<file path="src/rtl/mf3_pkg.sv">
package mf3_pkg;

    // Defaults for the top-level parameters
    localparam int MAX_WIDTH_DEF  = 1024;
    localparam int PIXEL_BITS_DEF = 8;

    // Fixed frame geometry
    localparam int MAX_HEIGHT     = 4096;
    localparam int ROW_BITS       = 12;
    localparam int HGT_BITS       = 13;
    localparam int CFG_WIDTH_BITS = 11;
    localparam int RESET_WIDTH    = 640;
    localparam int RESET_HEIGHT   = 480;

    // Configuration port
    localparam int CFG_INDEX_BITS = 4;
    localparam int CFG_DATA_BITS  = 16;

    // Row store: four row banks, selected by row mod 4
    localparam int STORE_ROWS = 4;
    localparam int BANK_BITS  = 2;

    // 3x3 window and ranking
    localparam int WIN_DIM   = 3;
    localparam int WIN_SIZE  = 9;
    localparam int RANK_BITS = 4;

    // Result queue
    localparam int FIFO_DEPTH    = 8;
    localparam int FIFO_PTR_BITS = 3;
    localparam int FIFO_CNT_BITS = 4;

    typedef enum logic [CFG_INDEX_BITS-1:0] {
        REG_IMAGE_WIDTH  = 4'd0,
        REG_IMAGE_HEIGHT = 4'd1
    } cfg_reg_t;

    typedef enum logic {
        MODE_PIXEL = 1'b0,
        MODE_FLUSH = 1'b1
    } mode_t;

    typedef struct packed {
        mode_t      mode;
        logic [7:0] pixel_value;
    } mf3_in_t;

    typedef struct packed {
        logic [7:0] median_value;
        logic       frame_end;
    } mf3_out_t;

    // One output job: which neighbors exist and which bank holds the center row
    typedef struct packed {
        logic                 valid;
        logic                 frame_end;
        logic                 has_up;
        logic                 has_down;
        logic                 has_left;
        logic                 has_right;
        logic [BANK_BITS-1:0] bank;
    } mf3_job_t;

endpackage

</file>
<file path="src/rtl/mf3_fifo.sv">
module mf3_fifo (
    input  logic                               aclk,
    input  logic                               aresetn,
    input  logic                               push,
    input  mf3_pkg::mf3_out_t                  push_data,
    output logic                               m_valid,
    input  logic                               m_ready,
    output mf3_pkg::mf3_out_t                  m_data,
    output logic [mf3_pkg::FIFO_CNT_BITS-1:0]  count
);

    mf3_pkg::mf3_out_t                    entry_reg [mf3_pkg::FIFO_DEPTH];
    logic [mf3_pkg::FIFO_PTR_BITS-1:0]    wr_ptr_reg, wr_ptr_next;
    logic [mf3_pkg::FIFO_PTR_BITS-1:0]    rd_ptr_reg, rd_ptr_next;
    logic [mf3_pkg::FIFO_CNT_BITS-1:0]    count_reg, count_next;
    logic                                 pop;

    assign m_valid = count_reg != '0;
    assign m_data  = entry_reg[rd_ptr_reg];
    assign pop     = m_valid && m_ready;
    assign count   = count_reg;

    always_comb begin
        wr_ptr_next = push ? wr_ptr_reg + 1'b1 : wr_ptr_reg;
        rd_ptr_next = pop ? rd_ptr_reg + 1'b1 : rd_ptr_reg;
        case ({push, pop})
            2'b10:   count_next = count_reg + 1'b1;
            2'b01:   count_next = count_reg - 1'b1;
            default: count_next = count_reg;
        endcase
    end

    always_ff @(posedge aclk) begin
        if (!aresetn) begin
            wr_ptr_reg <= '0;
            rd_ptr_reg <= '0;
            count_reg  <= '0;
        end else begin
            wr_ptr_reg <= wr_ptr_next;
            rd_ptr_reg <= rd_ptr_next;
            count_reg  <= count_next;
        end
    end

    always_ff @(posedge aclk) begin
        if (push) begin
            entry_reg[wr_ptr_reg] <= push_data;
        end
    end

endmodule

</file>
<file path="config.mk">
export PLATFORM = sky130hd
export DESIGN_NAME = mf3_fifo
export DESIGN_NICKNAME = d
export VERILOG_FILES = /design/src/rtl/mf3_pkg.sv /design/src/rtl/mf3_fifo.sv
export SDC_FILE = /design/constraint.sdc
export NUM_CORES = 1
export LEC_CHECK = 0
export BUFFER_PORTS_ARGS = -buffer_cell sky130_fd_sc_hd__buf_4
export CELL_PAD_IN_SITES_DETAIL_PLACEMENT = 1
export CELL_PAD_IN_SITES_GLOBAL_PLACEMENT = 2
export CORE_AREA = 2 2 87 89
export DETAILED_ROUTE_END_ITERATION = 8
export DIE_AREA = 0 0 89 91
export GPL_ROUTABILITY_DRIVEN = 0
export HOLD_SLACK_MARGIN = 0.05
export PLACE_DENSITY = 0.91
export SLEW_MARGIN = 5
export SYNTH_ARGS = -nofsm -noshare
export SYNTH_HDL_FRONTEND = slang
export SYNTH_SLANG_ARGS = --single-unit
export TNS_END_PERCENT = 5
</file>
<file path="constraint.sdc">
create_clock -name aclk -period 4.2 [get_ports aclk]
set_clock_uncertainty 0.1 [all_clocks]
set_input_delay 0.42 -clock aclk [delete_from_list [all_inputs] [get_ports aclk]]
set_output_delay 0.42 -clock aclk [all_outputs]
set_load 0.01 [all_outputs]
</file>
==> results.md <==
* Result of the run: finished clean
* Final layout net count at 225
* Critical path depth in cells at 3
* Pwr/cell area at 525 nW/µm²
* Total clock sinks at 85
* Largest stage delay on the critical path at 1000 ps
* Post_cts resized at 0
* Worst path bufs/invs at 1
* Crit path max-delay family: flip-flops
* Root Buffer: sky130_fd_sc_hd__clkbuf_8
* Sum of overflow across all layers after global routing at 0
* Hold depth at 1
* Maximum resistive drop on vdd at 321 µV
* Antenna violations before repair at 0
* Syn Std Cell Area at 3440 µm²
* Slew at the pin with the worst max-slew slack at 1040 ps
* Number of setup buffers added after CTS at 0
* Number of max-cap violations at 0
* Final count of hold timing violations at 0
* Proportion of synthesized flip-flops having asynchronous set or reset at 0
* Effective utilization at floorplan at 0.482
* Total of endpoints with negative setup slack in the final report at 0
* Final worst slack at 1210 ps
* Worst path required time at 3680 ps
* Number of distinct library cells after synthesis at 31
* Share of the yosys chip area belonging to registers at 0.704
* Slew headroom at 0.304
* Number of antenna-violating nets in the routed design at 0
* Final number of max-transition violations at 0
* Die X-Extent at 89 µm
* Total wirelength of the detailed-routed design at 6020 µm
* Area added between synthesis and finish at 14.1%
* Share of total power in combinational logic at 0.209
* Global-route usage over all layers at 0.161
* Tcrit/Tclk final at 0.713
* Leading register cell type out of synthesis: sky130_fd_sc_hd__edfxtp_1
* Top achievable clock speed at 334 MHz
* Critical path cell sequence: mux4_1 > mux2_2 > buf_4
* Via total after detailed routing at 1643
* Final cell utilization of the core at 0.550
* Insertion delay to the later sink of the worst-skew pair at 340 ps
* Height of the die at 91 µm
* Number of global-route vias before repair at 1779
* Cell taking the most area after synthesis: sky130_fd_sc_hd__edfxtp_1
* Area share of the largest cell type after synthesis at 0.628
* Number of flip-flops and latches in the synthesized netlist at 85
* Number of flip-flops under the largest register name at 72
* Worst reg2reg setup slack at 1540 ps
* H-tree lvl count at 3
* Total placed cells including tap cells at 295
* Type of the tightest min-delay check: input pin to flop
* Worst-case reg-to-reg path depth at 10
* Clock edge transition at the registers on the reported setup and hold paths at 90 ps
* Quantity of I/O buffers inserted on ports at 26
* Syn Nets at 194
* Part of the power in the clock network at 0.286
* Final worst path period need at 2990 ps
* Die area at 8100 µm²
* Termination of the worst setup path: m_data[1]
* Type of element capturing the critical path: primary output
* Total DRC errors in the routed layout at 0
* Layout cells sized above 1 at 0.259
* Number of DRC markers in iteration 0 at 105
* Number of buffers created by CTS at 9
* Data arrival time of the critical path at 2470 ps
* Setup CP Type: flop to primary output
* Row Count at 31
* Post-Route Setup TNS at 0 ps
* Worst-case setup slack after placement at 1560 ps
* Cell types with the largest area share after synthesis: sky130_fd_sc_hd__edfxtp_1, sky130_fd_sc_hd__mux4_1, sky130_fd_sc_hd__dfxtp_1
* Routed WL per cell at 19.4 µm
* Internal power at 1.51 mW
* # diodes at 0
* Half-perimeter wire length of the detailed placement result at 3790 µm
* Total power at 2.06 mW
* Startpoint types: flop
* Max clock buf depth at 2
* Sequential power share at 0.505
* Core outline area at 7140 µm²
* Final-layout fill cell count at 673
* TritonCTS clock tree: built
* R2R Path Start: count[1]$_SDFFE_PN0P_
* Switching power summed over all nets at 0.553 mW
* TritonRoute pass-1 iters at 4
* Yosys synthesis warning count at 0
* Slowest stage cell on the critical path: sky130_fd_sc_hd__dfxtp_1
* # IOs at 27
* Maximum fanout encountered on the critical timing path at 18
* Syn Inst Count at 176
* Hold-fix buffers, CTS at 0
* First-pass GRT wire length at 9140 µm
* Largest net degree at the start of global routing at 19
* Destination of the worst register-to-register timing path: count[2]$_SDFFE_PN0P_
* Routed vias/inst at 5.28
* Leakage power at 1.34 nW
* Number of enable-type register cells in the synthesized netlist at 72
* Average footprint of a synthesized cell at 19.6 µm²
* Finished Layout Cells at 311
* Switching portion of total power at 0.269
* Unrepaired setup endpoints after global routing: false
## cell type report
type                       instances  area [µm²]  area share
clock buffer                       9         124      0.0315
inverter                           2        7.51     0.00191
timing repair buffer              26         195      0.0497
multi-input combinational         83         973       0.248
sequential                        85        2420       0.617
tap                               99         124      0.0315
clock inverter                     7        80.1      0.0204
## cells by family (layout without fill, tap and decap cells)
group,after synthesis,after routing,synth area share
flip-flops,85,85,0.704
AND/OR/NAND/NOR,34,34,0.0556
multiplexers,30,30,0.176
buffers and inverters,8,44,0.0160
AO/OA/AOI/OAI,7,7,0.0127
XOR/XNOR,7,7,0.0178
adder cells (fa/ha/maj),5,5,0.0182
## how the worst min path moves through the flow
| stage | startpoint | end |
|---|---|---|
| 2_1_floorplan | rd_ptr_reg[1]$_SDFFE_PN0N_ | flop |
| 3_5_place_dp | count[3]$_SDFFE_PN0P_ | count[3]$_SDFFE_PN0P_ |
| 4_1_cts | push_data[5] | entry_reg[2][5]$_DFFE_PP_ |
| 6_report | push_data[5] | entry_reg[2][5]$_DFFE_PP_ |
| 3_3_place_gp | count[3]$_SDFFE_PN0P_ | count[3]$_SDFFE_PN0P_ |
| 5_1_grt | push_data[0] | entry_reg[4][0]$_DFFE_PP_ |
## per-layer routing
metal | track usage | wire [µm] | up-vias
met3 | 0.0527 | 197 | 8
li1 | - | - | 771
met4 | 0.0622 | 99 | 0
met2 | 0.268 | 3140 | 35
met5 | 0 | 0 | -
met1 | 0.193 | 2590 | 829
## cells in the final DEF (no fill, tap or decap)
cell type,n
sky130_fd_sc_hd__edfxtp_1,72
sky130_fd_sc_hd__buf_4,26
sky130_fd_sc_hd__mux4_1,18
sky130_fd_sc_hd__dfxtp_1,13
sky130_fd_sc_hd__mux2_2,9
sky130_fd_sc_hd__clkbuf_8,9
sky130_fd_sc_hd__nor2_1,6
sky130_fd_sc_hd__and2_1,6
sky130_fd_sc_hd__nand2_1,5
sky130_fd_sc_hd__nand2b_1,5
sky130_fd_sc_hd__ha_1,5
sky130_fd_sc_hd__xnor2_1,4
sky130_fd_sc_hd__inv_6,4
sky130_fd_sc_hd__xor2_1,3
sky130_fd_sc_hd__mux2i_1,3
sky130_fd_sc_hd__a21oi_1,3
sky130_fd_sc_hd__inv_1,2
sky130_fd_sc_hd__nor3_2,2
sky130_fd_sc_hd__nor2b_1,2
sky130_fd_sc_hd__nand3_1,2
sky130_fd_sc_hd__a21boi_0,2
sky130_fd_sc_hd__clkinvlp_4,2
sky130_fd_sc_hd__or4_4,1
sky130_fd_sc_hd__nand2_2,1
sky130_fd_sc_hd__o21ai_0,1
sky130_fd_sc_hd__or3_1,1
sky130_fd_sc_hd__nand3b_1,1
sky130_fd_sc_hd__a211o_1,1
sky130_fd_sc_hd__nor4bb_1,1
sky130_fd_sc_hd__nor3b_1,1
sky130_fd_sc_hd__bufinv_16,1
## cell usage after synthesis (2+ instances only)
cell / instances
sky130_fd_sc_hd__dfxtp_1: 13
sky130_fd_sc_hd__nor2b_1: 2
sky130_fd_sc_hd__edfxtp_1: 72
sky130_fd_sc_hd__a21oi_1: 3
sky130_fd_sc_hd__nor2_1: 6
sky130_fd_sc_hd__ha_1: 5
sky130_fd_sc_hd__nand2b_1: 5
sky130_fd_sc_hd__mux2_2: 9
sky130_fd_sc_hd__inv_1: 2
sky130_fd_sc_hd__nor3_1: 2
sky130_fd_sc_hd__mux2i_1: 3
sky130_fd_sc_hd__a21boi_0: 2
sky130_fd_sc_hd__mux4_1: 18
sky130_fd_sc_hd__xor2_1: 3
sky130_fd_sc_hd__nand2_1: 5
sky130_fd_sc_hd__xnor2_1: 4
sky130_fd_sc_hd__nand3_1: 2
sky130_fd_sc_hd__clkbuf_1: 2
sky130_fd_sc_hd__and2_1: 6
## stage by stage
| stage | hold slack [ps] | area (µm²) |
|---|---|---|
| after global routing | 187 | 3930 |
| after detailed placement | 383 | 3720 |
| after floorplan | 367 | 3440 |
| final | 199 | 3930 |
| after CTS | 180 | 3930 |
| after global placement | 374 | 3720 |
## power by group through the flow
stage,Clock (mW),Combinational [mW],Sequential (mW)
finish,0.589,0.431,1.04
global route,0.634,0.479,1.05
CTS,0.603,0.437,1.04
detailed placement,0,0.435,1.06
global placement,0,0.426,1.06
floorplan,0,0.339,1.02
Note: power is estimated with default switching activity, not from simulation.
