$ cat config.mk
export PLATFORM = sky130hd
export DESIGN_NAME = mf3_ctrl
export DESIGN_NICKNAME = d
export VERILOG_FILES = /design/src/rtl/mf3_pkg.sv /design/src/rtl/mf3_ctrl.sv
export SDC_FILE = /design/constraint.sdc
export NUM_CORES = 1
export LEC_CHECK = 0
export ABC_AREA = 1
export BUFFER_PORTS_ARGS = -buffer_cell sky130_fd_sc_hd__buf_4
export CORE_MARGIN = 10
export CORE_UTILIZATION = 44
export CTS_CLUSTER_DIAMETER = 120
export DETAILED_ROUTE_END_ITERATION = 8
export PLACE_DENSITY = 0.69
export SYNTH_ARGS = -nofsm -noshare
export SYNTH_HDL_FRONTEND = slang
export SYNTH_SLANG_ARGS = --single-unit
$ cat constraint.sdc
create_clock -name aclk -period 7.2 [get_ports aclk]
set_input_delay 1.44 -clock aclk [delete_from_list [all_inputs] [get_ports aclk]]
set_output_delay 1.44 -clock aclk [all_outputs]
set_load 0.03 [all_outputs]
$ cat src/rtl/mf3_pkg.sv
package mf3_pkg;

    // Defaults for the top-level parameters
    localparam int MAX_WIDTH_DEF  = 1024;
    localparam int PIXEL_BITS_DEF = 8;

    // Fixed frame geometry
    localparam int MAX_HEIGHT     = 4096;
    localparam int ROW_BITS       = 12;
    localparam int HGT_BITS       = 13;
    localparam int CFG_WIDTH_BITS = 11;
    localparam int RESET_WIDTH    = 640;
    localparam int RESET_HEIGHT   = 480;

    // Configuration port
    localparam int CFG_INDEX_BITS = 4;
    localparam int CFG_DATA_BITS  = 16;

    // Row store: four row banks, selected by row mod 4
    localparam int STORE_ROWS = 4;
    localparam int BANK_BITS  = 2;

    // 3x3 window and ranking
    localparam int WIN_DIM   = 3;
    localparam int WIN_SIZE  = 9;
    localparam int RANK_BITS = 4;

    // Result queue
    localparam int FIFO_DEPTH    = 8;
    localparam int FIFO_PTR_BITS = 3;
    localparam int FIFO_CNT_BITS = 4;

    typedef enum logic [CFG_INDEX_BITS-1:0] {
        REG_IMAGE_WIDTH  = 4'd0,
        REG_IMAGE_HEIGHT = 4'd1
    } cfg_reg_t;

    typedef enum logic {
        MODE_PIXEL = 1'b0,
        MODE_FLUSH = 1'b1
    } mode_t;

    typedef struct packed {
        mode_t      mode;
        logic [7:0] pixel_value;
    } mf3_in_t;

    typedef struct packed {
        logic [7:0] median_value;
        logic       frame_end;
    } mf3_out_t;

    // One output job: which neighbors exist and which bank holds the center row
    typedef struct packed {
        logic                 valid;
        logic                 frame_end;
        logic                 has_up;
        logic                 has_down;
        logic                 has_left;
        logic                 has_right;
        logic [BANK_BITS-1:0] bank;
    } mf3_job_t;

endpackage

$ cat src/rtl/mf3_ctrl.sv
module mf3_ctrl #(
    parameter int MAX_WIDTH  = mf3_pkg::MAX_WIDTH_DEF,
    parameter int PIXEL_BITS = mf3_pkg::PIXEL_BITS_DEF,
    localparam int COL_BITS  = $clog2(MAX_WIDTH)
) (
    input  logic                                aclk,
    input  logic                                aresetn,
    input  logic                                cfg_valid,
    output logic                                cfg_ready,
    input  logic [mf3_pkg::CFG_INDEX_BITS-1:0]  cfg_index,
    input  logic [mf3_pkg::CFG_DATA_BITS-1:0]   cfg_data,
    input  logic                                s_valid,
    output logic                                s_ready,
    input  mf3_pkg::mf3_in_t                    s_data,
    input  logic                                room,
    output logic                                wr_en,
    output logic [mf3_pkg::BANK_BITS-1:0]       wr_bank,
    output logic [COL_BITS-1:0]                 wr_addr,
    output logic [PIXEL_BITS-1:0]               wr_data,
    output mf3_pkg::mf3_job_t                   job,
    output logic [COL_BITS-1:0]                 job_col
);

    localparam int W_BITS      = $clog2(MAX_WIDTH + 1);
    localparam int RESET_W_EFF = (mf3_pkg::RESET_WIDTH > MAX_WIDTH) ?
                                 MAX_WIDTH : mf3_pkg::RESET_WIDTH;

    logic [W_BITS-1:0]                 width_reg, width_next;
    logic [mf3_pkg::HGT_BITS-1:0]      height_reg, height_next;
    logic [COL_BITS-1:0]               in_col_reg, in_col_next;
    logic [mf3_pkg::ROW_BITS-1:0]      in_row_reg, in_row_next;
    logic [COL_BITS-1:0]               out_col_reg, out_col_next;
    logic [mf3_pkg::ROW_BITS-1:0]      out_row_reg, out_row_next;
    logic                              done_reg, done_next;
    mf3_pkg::mf3_job_t                 job_reg, job_next;
    logic [COL_BITS-1:0]               job_col_reg;

    logic                              accept;
    logic                              take_pixel;
    logic                              in_col_last, in_row_last;
    logic                              out_col_last, out_row_last;
    logic [COL_BITS-1:0]               need_col;
    logic [mf3_pkg::ROW_BITS-1:0]      need_row;
    logic                              out_ready;
    logic                              emit;
    logic [mf3_pkg::CFG_WIDTH_BITS-1:0] cfg_w;
    logic [mf3_pkg::HGT_BITS-1:0]      cfg_h;

    assign cfg_ready = 1'b1;
    assign s_ready   = room;
    assign accept    = s_valid && s_ready;
    assign take_pixel = accept && (s_data.mode == mf3_pkg::MODE_PIXEL) && !done_reg;

    assign in_col_last  = (W_BITS'(in_col_reg) + W_BITS'(1)) == width_reg;
    assign in_row_last  = (mf3_pkg::HGT_BITS'(in_row_reg) + mf3_pkg::HGT_BITS'(1)) == height_reg;
    assign out_col_last = (W_BITS'(out_col_reg) + W_BITS'(1)) == width_reg;
    assign out_row_last = (mf3_pkg::HGT_BITS'(out_row_reg) + mf3_pkg::HGT_BITS'(1)) == height_reg;

    assign need_col = out_col_last ? out_col_reg : out_col_reg + 1'b1;
    assign need_row = out_row_last ? out_row_reg : out_row_reg + 1'b1;

    assign cfg_w = cfg_data[mf3_pkg::CFG_WIDTH_BITS-1:0];
    assign cfg_h = cfg_data[mf3_pkg::HGT_BITS-1:0];

    assign wr_en   = take_pixel;
    assign wr_bank = in_row_reg[mf3_pkg::BANK_BITS-1:0];
    assign wr_addr = in_col_reg;
    assign wr_data = PIXEL_BITS'(s_data.pixel_value);

    always_comb begin
        width_next   = width_reg;
        height_next  = height_reg;
        in_col_next  = in_col_reg;
        in_row_next  = in_row_reg;
        out_col_next = out_col_reg;
        out_row_next = out_row_reg;
        done_next    = done_reg;

        // Advance the input position
        if (take_pixel) begin
            if (in_col_last) begin
                in_col_next = '0;
                if (in_row_last) begin
                    in_row_next = '0;
                    done_next   = 1'b1;
                end else begin
                    in_row_next = in_row_reg + 1'b1;
                end
            end else begin
                in_col_next = in_col_reg + 1'b1;
            end
        end

        // The next output is ready once its lower-right neighbor has arrived
        out_ready = done_next || (in_row_next > need_row) ||
                    ((in_row_next == need_row) && (in_col_next > need_col));
        emit = accept && out_ready;

        job_next.valid     = emit;
        job_next.frame_end = out_row_last && out_col_last;
        job_next.has_up    = out_row_reg != '0;
        job_next.has_down  = !out_row_last;
        job_next.has_left  = out_col_reg != '0;
        job_next.has_right = !out_col_last;
        job_next.bank      = out_row_reg[mf3_pkg::BANK_BITS-1:0];

        if (emit) begin
            if (out_row_last && out_col_last) begin
                in_col_next  = '0;
                in_row_next  = '0;
                out_col_next = '0;
                out_row_next = '0;
                done_next    = 1'b0;
            end else if (out_col_last) begin
                out_col_next = '0;
                out_row_next = out_row_reg + 1'b1;
            end else begin
                out_col_next = out_col_reg + 1'b1;
            end
        end

        // A width or height write restarts the frame; clamp the value into range
        if (cfg_valid && cfg_ready) begin
            case (cfg_index)
                mf3_pkg::REG_IMAGE_WIDTH: begin
                    if (cfg_w == '0) begin
                        width_next = W_BITS'(1);
                    end else if (32'(cfg_w) > MAX_WIDTH) begin
                        width_next = W_BITS'(MAX_WIDTH);
                    end else begin
                        width_next = W_BITS'(cfg_w);
                    end
                end
                mf3_pkg::REG_IMAGE_HEIGHT: begin
                    if (cfg_h == '0) begin
                        height_next = mf3_pkg::HGT_BITS'(1);
                    end else if (32'(cfg_h) > mf3_pkg::MAX_HEIGHT) begin
                        height_next = mf3_pkg::HGT_BITS'(mf3_pkg::MAX_HEIGHT);
                    end else begin
                        height_next = cfg_h;
                    end
                end
                default: begin
                end
            endcase
            if ((cfg_index == mf3_pkg::REG_IMAGE_WIDTH) ||
                (cfg_index == mf3_pkg::REG_IMAGE_HEIGHT)) begin
                in_col_next  = '0;
                in_row_next  = '0;
                out_col_next = '0;
                out_row_next = '0;
                done_next    = 1'b0;
            end
        end
    end

    always_ff @(posedge aclk) begin
        if (!aresetn) begin
            width_reg   <= W_BITS'(RESET_W_EFF);
            height_reg  <= mf3_pkg::HGT_BITS'(mf3_pkg::RESET_HEIGHT);
            in_col_reg  <= '0;
            in_row_reg  <= '0;
            out_col_reg <= '0;
            out_row_reg <= '0;
            done_reg    <= 1'b0;
            job_reg     <= '0;
        end else begin
            width_reg   <= width_next;
            height_reg  <= height_next;
            in_col_reg  <= in_col_next;
            in_row_reg  <= in_row_next;
            out_col_reg <= out_col_next;
            out_row_reg <= out_row_next;
            done_reg    <= done_next;
            job_reg     <= job_next;
        end
    end

    always_ff @(posedge aclk) begin
        job_col_reg <= out_col_reg;
    end

    assign job     = job_reg;
    assign job_col = job_col_reg;

endmodule

==> impl_metrics.json <==
{
  "cts_resized": 0,
  "drv_slew": 0,
  "post-dp-hpwl_um": 13500,
  "synthAdderAreaFrac_pct": 5.84,
  "worstPathCellList": "buf_4, nand2_1, nor2_1, nand2_1, clkinv_1, nand2_1, o21ai_0, ha_1, nand4_1, nor3_1, nand2_1, nor2_1, nand2_1, nand2_1, inv_1, nand3_2, nand4_1, nand2_2, nor2_1",
  "drtIter0Drc": 618,
  "drt_wl_total_um": 17200,
  "synth_top_family_by_area": "simple AND/OR/NAND/NOR gates",
  "critPathCaptureType": "register",
  "fin_nets": 1111,
  "cp_data_required_time_ns": 7.42,
  "p_leak_nw": 3.12,
  "cts_buffers": 9,
  "place_ws_ns": 1.35,
  "regArea_mm2": 0.00174,
  "track_usage_pct": 17.3,
  "drive_above_1_share_pct": 8.74,
  "cts_tree": "yes",
  "antenna_left": 0,
  "drt_first_pass_iters": 5,
  "critPathKind": "in -> reg",
  "arrival_ns": 5.73,
  "setup_viol_count_final": 0,
  "drc_errors": 0,
  "synth_compound_area_share_pct": 10.6,
  "largest_reg_flops": 13,
  "synth_simple_gate_area_share_pct": 40.9,
  "clock.fmax_mhz": 181,
  "gp_congestion": 0.985,
  "die-area_mm2": 0.0193,
  "cts_root_buf": "clkbuf_16",
  "fp.dieW_um": 139,
  "multi_input_area_mm2": 0.00369,
  "instances_no_fill": 1233,
  "cts.path.max_buffers": 2,
  "yosys_warnings": 0,
  "viasPerCell": 5.10,
  "core.rowCount": 43,
  "cts_sinks": 87,
  "grt.overflow.total": 0,
  "area_growth_pct": 11.4,
  "slowest_stage": "nand2_1",
  "vdd_drop_max_mv": 0.107,
  "tightest_slew_ns": 0.908,
  "synth_area_per_cell_um2": 6.10,
  "placed_cells": 1217,
  "timing.final.ws_setup_ns": 1.69,
  "syn-cell-area_mm2": 0.00621,
  "synth_ff_type": "dfxtp_1",
  "rsz0062_at_grt": "false",
  "post_drt_wl_per_cell_um": 14.0,
  "ys_ff_latch": 87,
  "final_cell_mix": "nand2_1, inv_1, nor2_1",
  "antenna_found_initial": 0,
  "final-hold-violation-count": 0,
  "core_mm2": 0.0139,
  "cts_setup_buffers": 0,
  "layout_commonest_cell": "nand2_1",
  "min_period_over_period_pct": 76.5,
  "syn-num-nets": 1081,
  "grt_pass1_wl_um": 27800,
  "grt_max_degree": 26,
  "diodes": 0,
  "worstPathMaxFanout": 25,
  "initial_core_util_pct": 44.8,
  "period_minus_slack_ns": 5.51,
  "slowest_delay_ns": 0.78,
  "dieHeight_um": 139,
  "p_per_area_mw_per_mm2": 150,
  "yosys-mux-area-fraction_pct": 0,
  "cts_max_level": 3,
  "outcome": "complete, no violations",
  "startpoint_type": "input port",
  "boundaryPins": 75,
  "cap_violations": 0,
  "final.setup.tns_ns": 0,
  "fin_skew_ns": 0.00728,
  "hp-class": "reg -> reg",
  "yosysUniqueCellTypes": 41,
  "netlist_instances": 1018,
  "cts_hold_buffers": 0,
  "relSlewSlack_pct": 39.1,
  "synth_edf_count": 0,
  "io_buffers": 54,
  "ys_async_sr_fraction_pct": 0,
  "synthXorXnorAreaFrac_pct": 1.97,
  "cpMostUsedCell": "nand2_1",
  "ys_seq_area_share_pct": 28.0,
  "vias": 6291,
  "fillers": 1450,
  "grt_pass1_vias": 5577,
  "clock_latency_ns": 0.36,
  "path_clk_slew_ns": 0.07
}
## area by class of cell
class,instances,share of cell area [%]
multi-input cells,750,53.3
flip-flops and latches,87,25.2
inverters,144,7.81
repair buffers,56,6.07
clock buffers,10,3.31
well taps,180,3.25
clock inverters,6,1.08
## where the power goes
part	leakage, nW	switching [mW]	internal (mW)
Sequential	0.702	0.00360	0.484
Combinational	2.27	0.0383	0.0214
Clock	0.146	0.220	0.275
Total	3.12	0.261	0.780
## kinds of logic after synthesis
kind of cell,Yosys count
flops,87
compound gates,110
simple gates,596
buf+inv,181
fa+ha+maj,29
xor+xnor,14
other cells,1
## per-stage QoR
step / instance area [µm²] / power, mW / utilization, % / hold WS (ns)
global route: 6920 / 1.07 / 49.9 / 0.415
global placement: 6620 / 0.557 / 47.7 / 0.388
finish: 6920 / 1.04 / 49.9 / 0.407
CTS: 6920 / 1.05 / 49.9 / 0.409
detailed placement: 6620 / 0.558 / 47.7 / 0.400
floorplan: 6210 / 0.543 / - / 0.326
## per-layer routing
layer	GRT usage, %	share of wire [%]	up-vias
met5	0	0	-
met4	6.26	1.6	0
met3	3.32	7.4	21
met2	25.0	41	189
met1	24.8	50	2775
li1	-	-	3306
## worst max-delay path, delay by kind of cell
family          cells  cell delay (ns)
simple gates       14             2.95
buf+inv             3             0.62
fa+ha+maj           1             0.38
compound gates      1             0.33
## cells in the mapped netlist (2+ instances only)
library cell | n | area [µm²]
a21boi_0 | 2 | 15.0
xnor2_1 | 2 | 17.5
nand3b_1 | 4 | 30.0
nor4_1 | 6 | 37.5
buf_4 | 15 | 113
xor2_1 | 12 | 105
nor2_1 | 129 | 484
ha_1 | 29 | 363
nor2_2 | 8 | 50.1
nor3_2 | 2 | 20.0
nand2_2 | 3 | 18.8
a21oi_1 | 40 | 200
o21bai_1 | 3 | 22.5
nand2_1 | 310 | 1160
a41oi_1 | 2 | 17.5
nand4_1 | 25 | 156
clkinv_1 | 4 | 15.0
clkbuf_1 | 7 | 26.3
nand3_1 | 87 | 435
o22ai_1 | 4 | 25.0
buf_6 | 4 | 45.0
o21a_1 | 20 | 150
a211oi_1 | 3 | 22.5
and2_1 | 3 | 18.8
dfxtp_1 | 87 | 1740
or2_2 | 2 | 12.5
inv_1 | 139 | 522
buf_2 | 11 | 55.1
nor3_1 | 11 | 55.1
o21ai_0 | 23 | 115
o21ai_1 | 2 | 10.0
o211ai_1 | 8 | 60.1
nand3_2 | 3 | 30.0
## worst paths after layout
path / start / endpoint / slack [ns] / cells after the start
setup / recovery: room / in_row_reg[9] / 1.69 / 19
hold / removal: out_col_reg[9] / job_col[9] / 0.41 / 0
setup reg to reg: wr_addr[0] / in_row_reg[9] / 2.29 / 21
hold reg to reg: out_col_reg[9] / job_col[9] / 0.41 / 0
Note: power is estimated with default switching activity, not from simulation.
