**config.mk**
```make
export PLATFORM = sky130hd
export DESIGN_NAME = mf3_median
export DESIGN_NICKNAME = d
export VERILOG_FILES = /design/src/rtl/mf3_pkg.sv /design/src/rtl/mf3_median.sv
export SDC_FILE = /design/constraint.sdc
export NUM_CORES = 1
export LEC_CHECK = 0
export ABC_AREA = 1
export BUFFER_PORTS_ARGS = -buffer_cell sky130_fd_sc_hd__buf_2
export CORE_ASPECT_RATIO = 0.7
export CORE_MARGIN = 5
export CORE_UTILIZATION = 65
export CTS_CLUSTER_DIAMETER = 60
export DETAILED_ROUTE_END_ITERATION = 10
export PLACE_DENSITY = 0.95
export SLEW_MARGIN = 40
export SYNTH_ARGS = -nofsm -noshare
export SYNTH_HDL_FRONTEND = slang
export SYNTH_SLANG_ARGS = --single-unit
```
**constraint.sdc**
```tcl
create_clock -name aclk -period 6.4 [get_ports aclk]
set_clock_uncertainty 0.05 [all_clocks]
set_input_delay 0.96 -clock aclk [delete_from_list [all_inputs] [get_ports aclk]]
set_output_delay 0.96 -clock aclk [all_outputs]
set_load 0.01 [all_outputs]
```
**src/rtl/mf3_pkg.sv**
```systemverilog
package mf3_pkg;

    // Defaults for the top-level parameters
    localparam int MAX_WIDTH_DEF  = 1024;
    localparam int PIXEL_BITS_DEF = 8;

    // Fixed frame geometry
    localparam int MAX_HEIGHT     = 4096;
    localparam int ROW_BITS       = 12;
    localparam int HGT_BITS       = 13;
    localparam int CFG_WIDTH_BITS = 11;
    localparam int RESET_WIDTH    = 640;
    localparam int RESET_HEIGHT   = 480;

    // Configuration port
    localparam int CFG_INDEX_BITS = 4;
    localparam int CFG_DATA_BITS  = 16;

    // Row store: four row banks, selected by row mod 4
    localparam int STORE_ROWS = 4;
    localparam int BANK_BITS  = 2;

    // 3x3 window and ranking
    localparam int WIN_DIM   = 3;
    localparam int WIN_SIZE  = 9;
    localparam int RANK_BITS = 4;

    // Result queue
    localparam int FIFO_DEPTH    = 8;
    localparam int FIFO_PTR_BITS = 3;
    localparam int FIFO_CNT_BITS = 4;

    typedef enum logic [CFG_INDEX_BITS-1:0] {
        REG_IMAGE_WIDTH  = 4'd0,
        REG_IMAGE_HEIGHT = 4'd1
    } cfg_reg_t;

    typedef enum logic {
        MODE_PIXEL = 1'b0,
        MODE_FLUSH = 1'b1
    } mode_t;

    typedef struct packed {
        mode_t      mode;
        logic [7:0] pixel_value;
    } mf3_in_t;

    typedef struct packed {
        logic [7:0] median_value;
        logic       frame_end;
    } mf3_out_t;

    // One output job: which neighbors exist and which bank holds the center row
    typedef struct packed {
        logic                 valid;
        logic                 frame_end;
        logic                 has_up;
        logic                 has_down;
        logic                 has_left;
        logic                 has_right;
        logic [BANK_BITS-1:0] bank;
    } mf3_job_t;

endpackage

```
**src/rtl/mf3_median.sv**
```systemverilog
module mf3_median #(
    parameter int PIXEL_BITS = mf3_pkg::PIXEL_BITS_DEF
) (
    input  logic                                                 aclk,
    input  logic                                                 aresetn,
    input  mf3_pkg::mf3_job_t                                    job,
    input  logic [mf3_pkg::STORE_ROWS-1:0][PIXEL_BITS-1:0]       rd_a,
    input  logic [mf3_pkg::STORE_ROWS-1:0][PIXEL_BITS-1:0]       rd_b,
    output logic                                                 res_valid,
    output mf3_pkg::mf3_out_t                                    res,
    output logic [1:0]                                           inflight
);

    mf3_pkg::mf3_job_t                 job2_reg;
    logic [PIXEL_BITS-1:0]             left_col_reg [mf3_pkg::WIN_DIM];

    logic                              s3_valid_reg;
    logic                              s3_end_reg;
    logic [PIXEL_BITS-1:0]             s3_win_reg [mf3_pkg::WIN_SIZE];
    logic [mf3_pkg::WIN_SIZE-1:0]      s3_vmask_reg;
    logic [mf3_pkg::WIN_SIZE-1:0]      s3_lt_reg [mf3_pkg::WIN_SIZE];
    logic [mf3_pkg::RANK_BITS-1:0]     s3_half_reg;

    logic [mf3_pkg::BANK_BITS-1:0]     row_bank [mf3_pkg::WIN_DIM];
    logic                              row_ok [mf3_pkg::WIN_DIM];
    logic                              col_ok [mf3_pkg::WIN_DIM];
    logic [PIXEL_BITS-1:0]             center [mf3_pkg::WIN_DIM];
    logic [PIXEL_BITS-1:0]             win [mf3_pkg::WIN_SIZE];
    logic [mf3_pkg::WIN_SIZE-1:0]      vmask;
    logic [mf3_pkg::WIN_SIZE-1:0]      lt [mf3_pkg::WIN_SIZE];
    logic [mf3_pkg::RANK_BITS-1:0]     half;
    logic [PIXEL_BITS-1:0]             median;

    // Assemble the window: left column from the previous job, the rest from the banks
    always_comb begin
        row_bank[0] = job2_reg.bank - mf3_pkg::BANK_BITS'(1);
        row_bank[1] = job2_reg.bank;
        row_bank[2] = job2_reg.bank + mf3_pkg::BANK_BITS'(1);
        row_ok[0]   = job2_reg.has_up;
        row_ok[1]   = 1'b1;
        row_ok[2]   = job2_reg.has_down;
        col_ok[0]   = job2_reg.has_left;
        col_ok[1]   = 1'b1;
        col_ok[2]   = job2_reg.has_right;
        for (int r = 0; r < mf3_pkg::WIN_DIM; r++) begin
            center[r] = rd_a[row_bank[r]];
            win[mf3_pkg::WIN_DIM * r]     = left_col_reg[r];
            win[mf3_pkg::WIN_DIM * r + 1] = center[r];
            win[mf3_pkg::WIN_DIM * r + 2] = rd_b[row_bank[r]];
            for (int c = 0; c < mf3_pkg::WIN_DIM; c++) begin
                vmask[mf3_pkg::WIN_DIM * r + c] = row_ok[r] && col_ok[c];
            end
        end
        // lt[i][j]: neighbor j sorts ahead of neighbor i (ties broken by position)
        for (int i = 0; i < mf3_pkg::WIN_SIZE; i++) begin
            for (int j = 0; j < mf3_pkg::WIN_SIZE; j++) begin
                lt[i][j] = vmask[j] && ((win[j] < win[i]) || ((win[j] == win[i]) && (j < i)));
            end
        end
        half = mf3_pkg::RANK_BITS'($countones(vmask)) >> 1;
    end

    // Pick the neighbor whose rank is the upper median
    always_comb begin
        median = '0;
        for (int i = 0; i < mf3_pkg::WIN_SIZE; i++) begin
            if (s3_vmask_reg[i] &&
                (mf3_pkg::RANK_BITS'($countones(s3_lt_reg[i])) == s3_half_reg)) begin
                median = median | s3_win_reg[i];
            end
        end
    end

    always_ff @(posedge aclk) begin
        if (!aresetn) begin
            job2_reg     <= '0;
            s3_valid_reg <= 1'b0;
        end else begin
            job2_reg     <= job;
            s3_valid_reg <= job2_reg.valid;
        end
    end

    always_ff @(posedge aclk) begin
        s3_end_reg   <= job2_reg.frame_end;
        s3_vmask_reg <= vmask;
        s3_half_reg  <= half;
        for (int i = 0; i < mf3_pkg::WIN_SIZE; i++) begin
            s3_win_reg[i] <= win[i];
            s3_lt_reg[i]  <= lt[i];
        end
        // Hold the center column as the next job's left column
        if (job2_reg.valid) begin
            for (int r = 0; r < mf3_pkg::WIN_DIM; r++) begin
                left_col_reg[r] <= center[r];
            end
        end
    end

    assign res_valid        = s3_valid_reg;
    assign res.median_value = 8'(median);
    assign res.frame_end    = s3_end_reg;
    assign inflight         = {1'b0, job2_reg.valid} + {1'b0, s3_valid_reg};

endmodule

```
==> results of run 1 <==
==> kinds of logic after synthesis <==
logic type / Yosys count
compound gates: 303
xor+xnor: 6
fa+ha+maj: 373
buf+inv: 314
flops: 189
mux: 4
simple gates: 709
==> synth_stat cells (6+ instances only) <==
master / count / area, um2
buf_4: 6 / 45.0
o21ai_2: 12 / 105
nand4_1: 34 / 213
ha_1: 335 / 4190
a221oi_2: 10 / 150
or2_1: 9 / 56.3
nand3_1: 113 / 566
or2_2: 6 / 37.5
o21ai_0: 82 / 410
a21oi_1: 163 / 816
inv_2: 18 / 67.6
o21a_1: 6 / 45.0
buf_2: 9 / 45.0
inv_1: 273 / 1020
edfxtp_1: 24 / 721
dfxtp_1: 165 / 3300
nand3b_1: 14 / 105
fa_1: 38 / 761
nand2_1: 355 / 1330
nor2_1: 161 / 604
o21ai_1: 22 / 110
==> how the worst max path moves through the flow <==
| stage | cells past startpoint | endpoint | slack, ps |
|---|---|---|---|
| 4_1_cts | 15 | res[6] | 1410 |
| 2_1_floorplan | 13 | res[2] | 2270 |
| 5_1_grt | 15 | res[6] | 1170 |
| 3_3_place_gp | 14 | res[5] | 1970 |
| 6_report | 15 | res[6] | 1320 |
| 3_5_place_dp | 14 | res[1] | 1910 |
==> metrics by stage <==
step / hold slack, ps / util / power (W) / area [um2] / setup slack, ps
4_1_cts: 288 / 0.727 / 0.00410 / 16500 / 1410
3_3_place_gp: 268 / 0.700 / 0.00290 / 15900 / 1970
5_1_grt: 299 / 0.728 / 0.00442 / 16500 / 1170
6_report: 285 / 0.728 / 0.00419 / 16600 / 1320
3_5_place_dp: 264 / 0.700 / 0.00301 / 15900 / 1910
2_1_floorplan: 260 / - / 0.00245 / 15100 / 2270
==> layer usage <==
| metal | global-route usage | up-vias | wire length, um |
|---|---|---|---|
| met5 | 0 | - | 0 |
| met4 | 0.211 | 0 | 3490 |
| met2 | 0.605 | 1023 | 21300 |
| met1 | 0.497 | 6689 | 19200 |
| li1 | - | 6558 | - |
| met3 | 0.147 | 329 | 8060 |
==> area by class of cell <==
cell class,count,area share
Multi-Input combinational cell,1395,0.593
Sequential cell,189,0.243
Inverter,293,0.0668
Timing Repair Buffer,108,0.0361
Clock buffer,18,0.0265
Tap cell,312,0.0236
Clock inverter,14,0.0101
Antenna cell,2,0.000302
==> worst max-delay path, stage by stage, from the launching register on <==
cell,delay [ps]
dfxtp_1,320
ha_1,270
inv_1,50
fa_1,510
fa_1,430
fa_1,420
fa_1,410
inv_1,70
nand2_1,90
nand3b_1,140
nand2_1,260
nand3_1,180
nand3_1,100
nor2_1,160
nand2_1,70
buf_2,140
==> where the power goes <==
part | leakage [nW] | switching, W | internal (W)
combinational | 6.79 | 0.00111 | 0.000580
clock | 0.291 | 0.000531 | 0.000571
sequential | 1.60 | 0.0000919 | 0.00131
total | 8.68 | 0.00174 | 0.00246
==> impl_metrics.py, run 1 <==
metrics = {
    "finish": {
        "nFillCells": 1658,
        "multi_input_area_um2": 9820,
        "nets": 2451,
        "final_cell_mix": "355 x nand2_1, 335 x ha_1, 273 x inv_1",
        "area_growth_pct": 9.82,
        "fin_cells": 2331,
        "seq_area_um2": 4030,
        "final_common_cell": "nand2_1",
        "drive_above_1_share": 0.101,
    },
    "yosys": {
        "synth-edff-count": 24,
        "ys.flop_type": "dfxtp_1",
        "synthMuxAreaShare": 0.00266,
        "synth_area_per_cell_um2": 7.94,
        "synth-simple-area-share": 0.202,
        "synth_top_family_by_area": "adder cells",
        "synthAdderAreaFrac": 0.329,
        "yosysSeqAreaShare": 0.267,
        "synthArstFlopShare": 0,
        "synth_cell_type_count": 41,
        "syn_area_um2": 15100,
        "ys_seq_elements": 189,
        "syn_nets": 2345,
        "syn_inst": 1898,
        "yosys_warnings": 0,
        "synth_xor_area_frac": 0.00349,
        "synth-compound-area-share": 0.113,
    },
    "cts": {
        "postCtsHoldBufs": 0,
        "clock_tree.buffer_depth": 2,
        "htreeDepth": 4,
        "cts.clk_slew.worst_paths_ps": 80,
        "clk_latency_ps": 440,
        "cts_tree": "built",
        "cts-root-buf": "clkbuf_16",
        "cts_buffers": 17,
        "cts_resized": 0,
        "cts.sinks": 189,
        "post_cts_buffers": 0,
    },
    "sta": {
        "slew_headroom": 0.364,
        "fin_crit_sh": 0.794,
        "rsz0062_at_grt": "false",
        "fmax_mhz": 197,
        "fin_crit_ps": 5080,
        "fin_tns_setup_ps": 0,
        "finalHoldViolCount": 0,
        "finalMaxSlewViolations": 0,
        "worst_pin_slew_ps": 947,
        "setup_viol": 0,
    },
    "detailed_routing": {
        "drtIter0Drc": 1863,
        "dr_total_vias": 14600,
        "wl_per_cell_um": 22.3,
        "vias_per_cell": 6.26,
        "drtAntennaViolNets": 0,
        "totalWireLength_um": 52000,
        "drcViolationCount": 0,
        "first_pass_iters": 8,
    },
    "worst_setup_path": {
        "r2r.worst_path.cells": 13,
        "cp.required_ps": 5390,
        "regToRegSetupSlack_ps": 2080,
        "end_kind": "output pin",
        "path_class": "flip-flop to output pin",
        "crit_path_start": "s3_lt_reg[0][1]$_DFF_P_",
        "reg2reg_to": "s3_lt_reg[0][44]$_DFF_P_",
        "start_kind": "flip-flop",
        "path_max_fanout": 8,
        "worstPathArrival_ps": 4070,
        "r2r-start": "job2_reg[0]$_SDFF_PN0_",
    },
    "floorplan": {
        "die_y_um": 137,
        "dieArea_um2": 26400,
        "ios": 86,
        "num_rows": 46,
        "start_util": 0.663,
        "core_um2": 22700,
        "die_w_um": 192,
    },
    "placement": {
        "port_buffers": 85,
        "gp_congestion": 1.04,
        "place_inst": 2297,
        "place_hpwl_um": 39600,
    },
    "global_route": {
        "antenna_found_initial": 0,
        "grt_pass1_wl_um": 79300,
        "globalRoute.totalOverflow": 0,
        "track_usage": 0.398,
        "first_global_vias": 14400,
        "grt_max_degree": 54,
    },
    "pwr": {
        "ir_worst_vdd_v": 0.000217,
        "powerDensity_nw_per_um2": 253,
        "p_leak_nw": 8.68,
    },
    "worst_hold_path": {
        "hp-start": "job2_reg[6]$_SDFF_PN0_",
        "worstHoldEndpoint": "s3_end_reg$_DFF_P_",
        "hold_path.class": "flip-flop to flip-flop",
        "hold_depth": 0,
    },
    "run_status": {
        "status": "finished clean",
    },
    "flow_run": {
        "maxCapViolCount": 0,
    },
}
Note: power is estimated with default switching activity, not from simulation.
==> run 2, diff against run 1 <==
CORE_UTILIZATION = 57   (was 65)
PLACE_DENSITY = 0.89   (was 0.95)
clock period = 4.3 ns   (was 6.4 ns; I/O delays follow)
==> run 2 against run 1 <==
The flow now finishes with violations (setup timing). Worst setup slack worse by 1500 ps. Critical path depth stayed put. Sequential cell count stayed put. Critical path type unchanged. Largest cell class unchanged. Highest routed layer is now met5.
==> impl_metrics.py, run 2 (same netlist as run 1, synthesis figures left out) <==
metrics = {
    "floorplan": {
        "ios": 86,
        "dieArea_um2": 29800,
        "die_w_um": 204,
        "die_y_um": 146,
        "num_rows": 49,
        "start_util": 0.583,
        "core_um2": 25900,
    },
    "worst_setup_path": {
        "worst_path_max_delay_cell": "fa_1",
        "path_max_fanout": 8,
        "start_kind": "flip-flop",
        "worst_path_largest_cell_delay_ps": 480,
        "end_kind": "output pin",
        "cp_num_buf_inv": 3,
        "cp.required_ps": 3610,
        "path_class": "flip-flop to output pin",
        "worstPathArrival_ps": 3810,
        "crit_chain": "fa_1 -> ha_1 -> inv_2 -> fa_1 -> fa_2 -> fa_1 -> nand2_1 -> nand2_1 -> nor3_2 -> buf_6 -> nand3_2 -> nand2_1 -> nor2_1 -> nand2_1 -> buf_2",
        "crit_path_frequent_cell": "nand2_1",
        "critPathTopFamily": "adder cells",
    },
    "cts": {
        "clock_tree.buffer_depth": 2,
        "cts.sinks": 189,
        "cts.clk_slew.worst_paths_ps": 80,
        "cts_buffers": 17,
        "postCtsHoldBufs": 0,
        "clk_latency_ps": 450,
        "cts-root-buf": "clkbuf_16",
        "htreeDepth": 4,
        "cts_tree": "built",
    },
    "sta": {
        "fin_crit_sh": 1.05,
        "rsz0062_at_grt": "true",
        "finalHoldViolCount": 0,
        "fin_crit_ps": 4500,
        "setup_viol": 8,
        "fmax_mhz": 222,
        "slew_headroom": 0.392,
        "worst_slack_ps": -202,
        "worst_pin_slew_ps": 905,
        "finalMaxSlewViolations": 0,
    },
    "finish": {
        "final_common_cell": "nand2_1",
        "multi_input_area_um2": 9930,
        "nets": 2468,
        "final_cell_mix": "351 x nand2_1, 335 x ha_1, 272 x inv_1",
        "drive_above_1_share": 0.120,
        "nFillCells": 2149,
        "fin_util": 0.653,
        "area_growth_pct": 12.1,
        "stdcell_area_um2": 16900,
        "fin_cells": 2394,
        "seq_area_um2": 4030,
    },
    "placement": {
        "port_buffers": 85,
        "place_hpwl_um": 41200,
        "place_inst": 2356,
        "gp_congestion": 1.01,
        "dpl_cell_area_um2": 16100,
    },
    "global_route": {
        "antenna_found_initial": 2,
        "grt_max_degree": 48,
        "first_global_vias": 14000,
        "grt_pass1_wl_um": 79100,
        "globalRoute.totalOverflow": 0,
        "track_usage": 0.347,
    },
    "detailed_routing": {
        "wl_per_cell_um": 22.1,
        "dr_total_vias": 14400,
        "totalWireLength_um": 53000,
        "vias_per_cell": 6.02,
        "first_pass_iters": 6,
        "drtAntennaViolNets": 0,
        "drtIter0Drc": 1741,
        "drcViolationCount": 0,
    },
    "pwr": {
        "powerDensity_nw_per_um2": 377,
        "netSwitchingFraction": 0.421,
        "p_leak_nw": 8.80,
        "ir_worst_vdd_v": 0.000316,
        "p_int_w": 0.00369,
        "netSwitchingPower_w": 0.00268,
        "power_frac_comb": 0.415,
        "pwr-share-seq": 0.326,
        "pwr-share-clk": 0.259,
    },
    "run_status": {
        "violations": "setup timing",
        "status": "complete, but fails checks",
    },
    "worst_hold_path": {
        "hold_path.class": "flip-flop to flip-flop",
    },
    "flow_run": {
        "maxCapViolCount": 0,
    },
}
-- run 2: worst paths after layout --
path,depth (start not counted),to,slack (ps),from
worst max-delay path,15,res[4],-200,s3_lt_reg[0][45]$_DFF_P_
worst min-delay path,0,s3_end_reg$_DFF_P_,280,job2_reg[6]$_SDFF_PN0_
worst max register to register,15,s3_lt_reg[0][69]$_DFF_P_,480,job2_reg[0]$_SDFF_PN0_
worst min register to register,0,s3_end_reg$_DFF_P_,280,job2_reg[6]$_SDFF_PN0_
-- run 2: final cells by class --
type | count | share of cell area
Timing Repair Buffer | 125 | 0.0441
Antenna cell | 3 | 0.000444
Clock buffer | 17 | 0.0252
Inverter | 293 | 0.0654
Multi-Input combinational cell | 1395 | 0.588
Clock inverter | 15 | 0.0120
Tap cell | 357 | 0.0264
Sequential cell | 189 | 0.238
-- run 2: what timing repair did --
action                                  in CTS  in global routing
resized for setup                           22                  5
pin swaps                                   16                  8
endpoints found under the setup margin       8                  8
setup buffers                                2                  1
-- run 2: per-stage QoR --
step           worst slack (ps)  setup TNS [ps]  hold WS [ps]  total power, W
2_1_floorplan               485               0           260         0.00365
4_1_cts                    -168           -1200           285         0.00624
6_report                   -202           -1460           281         0.00637
3_3_place_gp                297               0           264         0.00443
5_1_grt                    -361           -2700           302         0.00673
3_5_place_dp                198               0           266         0.00458
-- run 2: metal layers --
metal	vias to the layer above	share of wire	routed length (um)	track usage
met3	262	0.15	7790	0.119
met4	2	0.063	3330	0.186
met1	6578	0.38	20100	0.458
met5	-	0.00025	13	0
li1	6580	-	-	-
met2	979	0.41	21700	0.501
-- run 2: power by group through the flow --
| stage | sequential, W | clock [W] | combinational (W) |
|---|---|---|---|
| 2_1_floorplan | 0.00204 | 0 | 0.00161 |
| 3_3_place_gp | 0.00210 | 0 | 0.00232 |
| 3_5_place_dp | 0.00211 | 0 | 0.00247 |
| 4_1_cts | 0.00207 | 0.00165 | 0.00252 |
| 5_1_grt | 0.00208 | 0.00172 | 0.00292 |
| 6_report | 0.00208 | 0.00165 | 0.00264 |
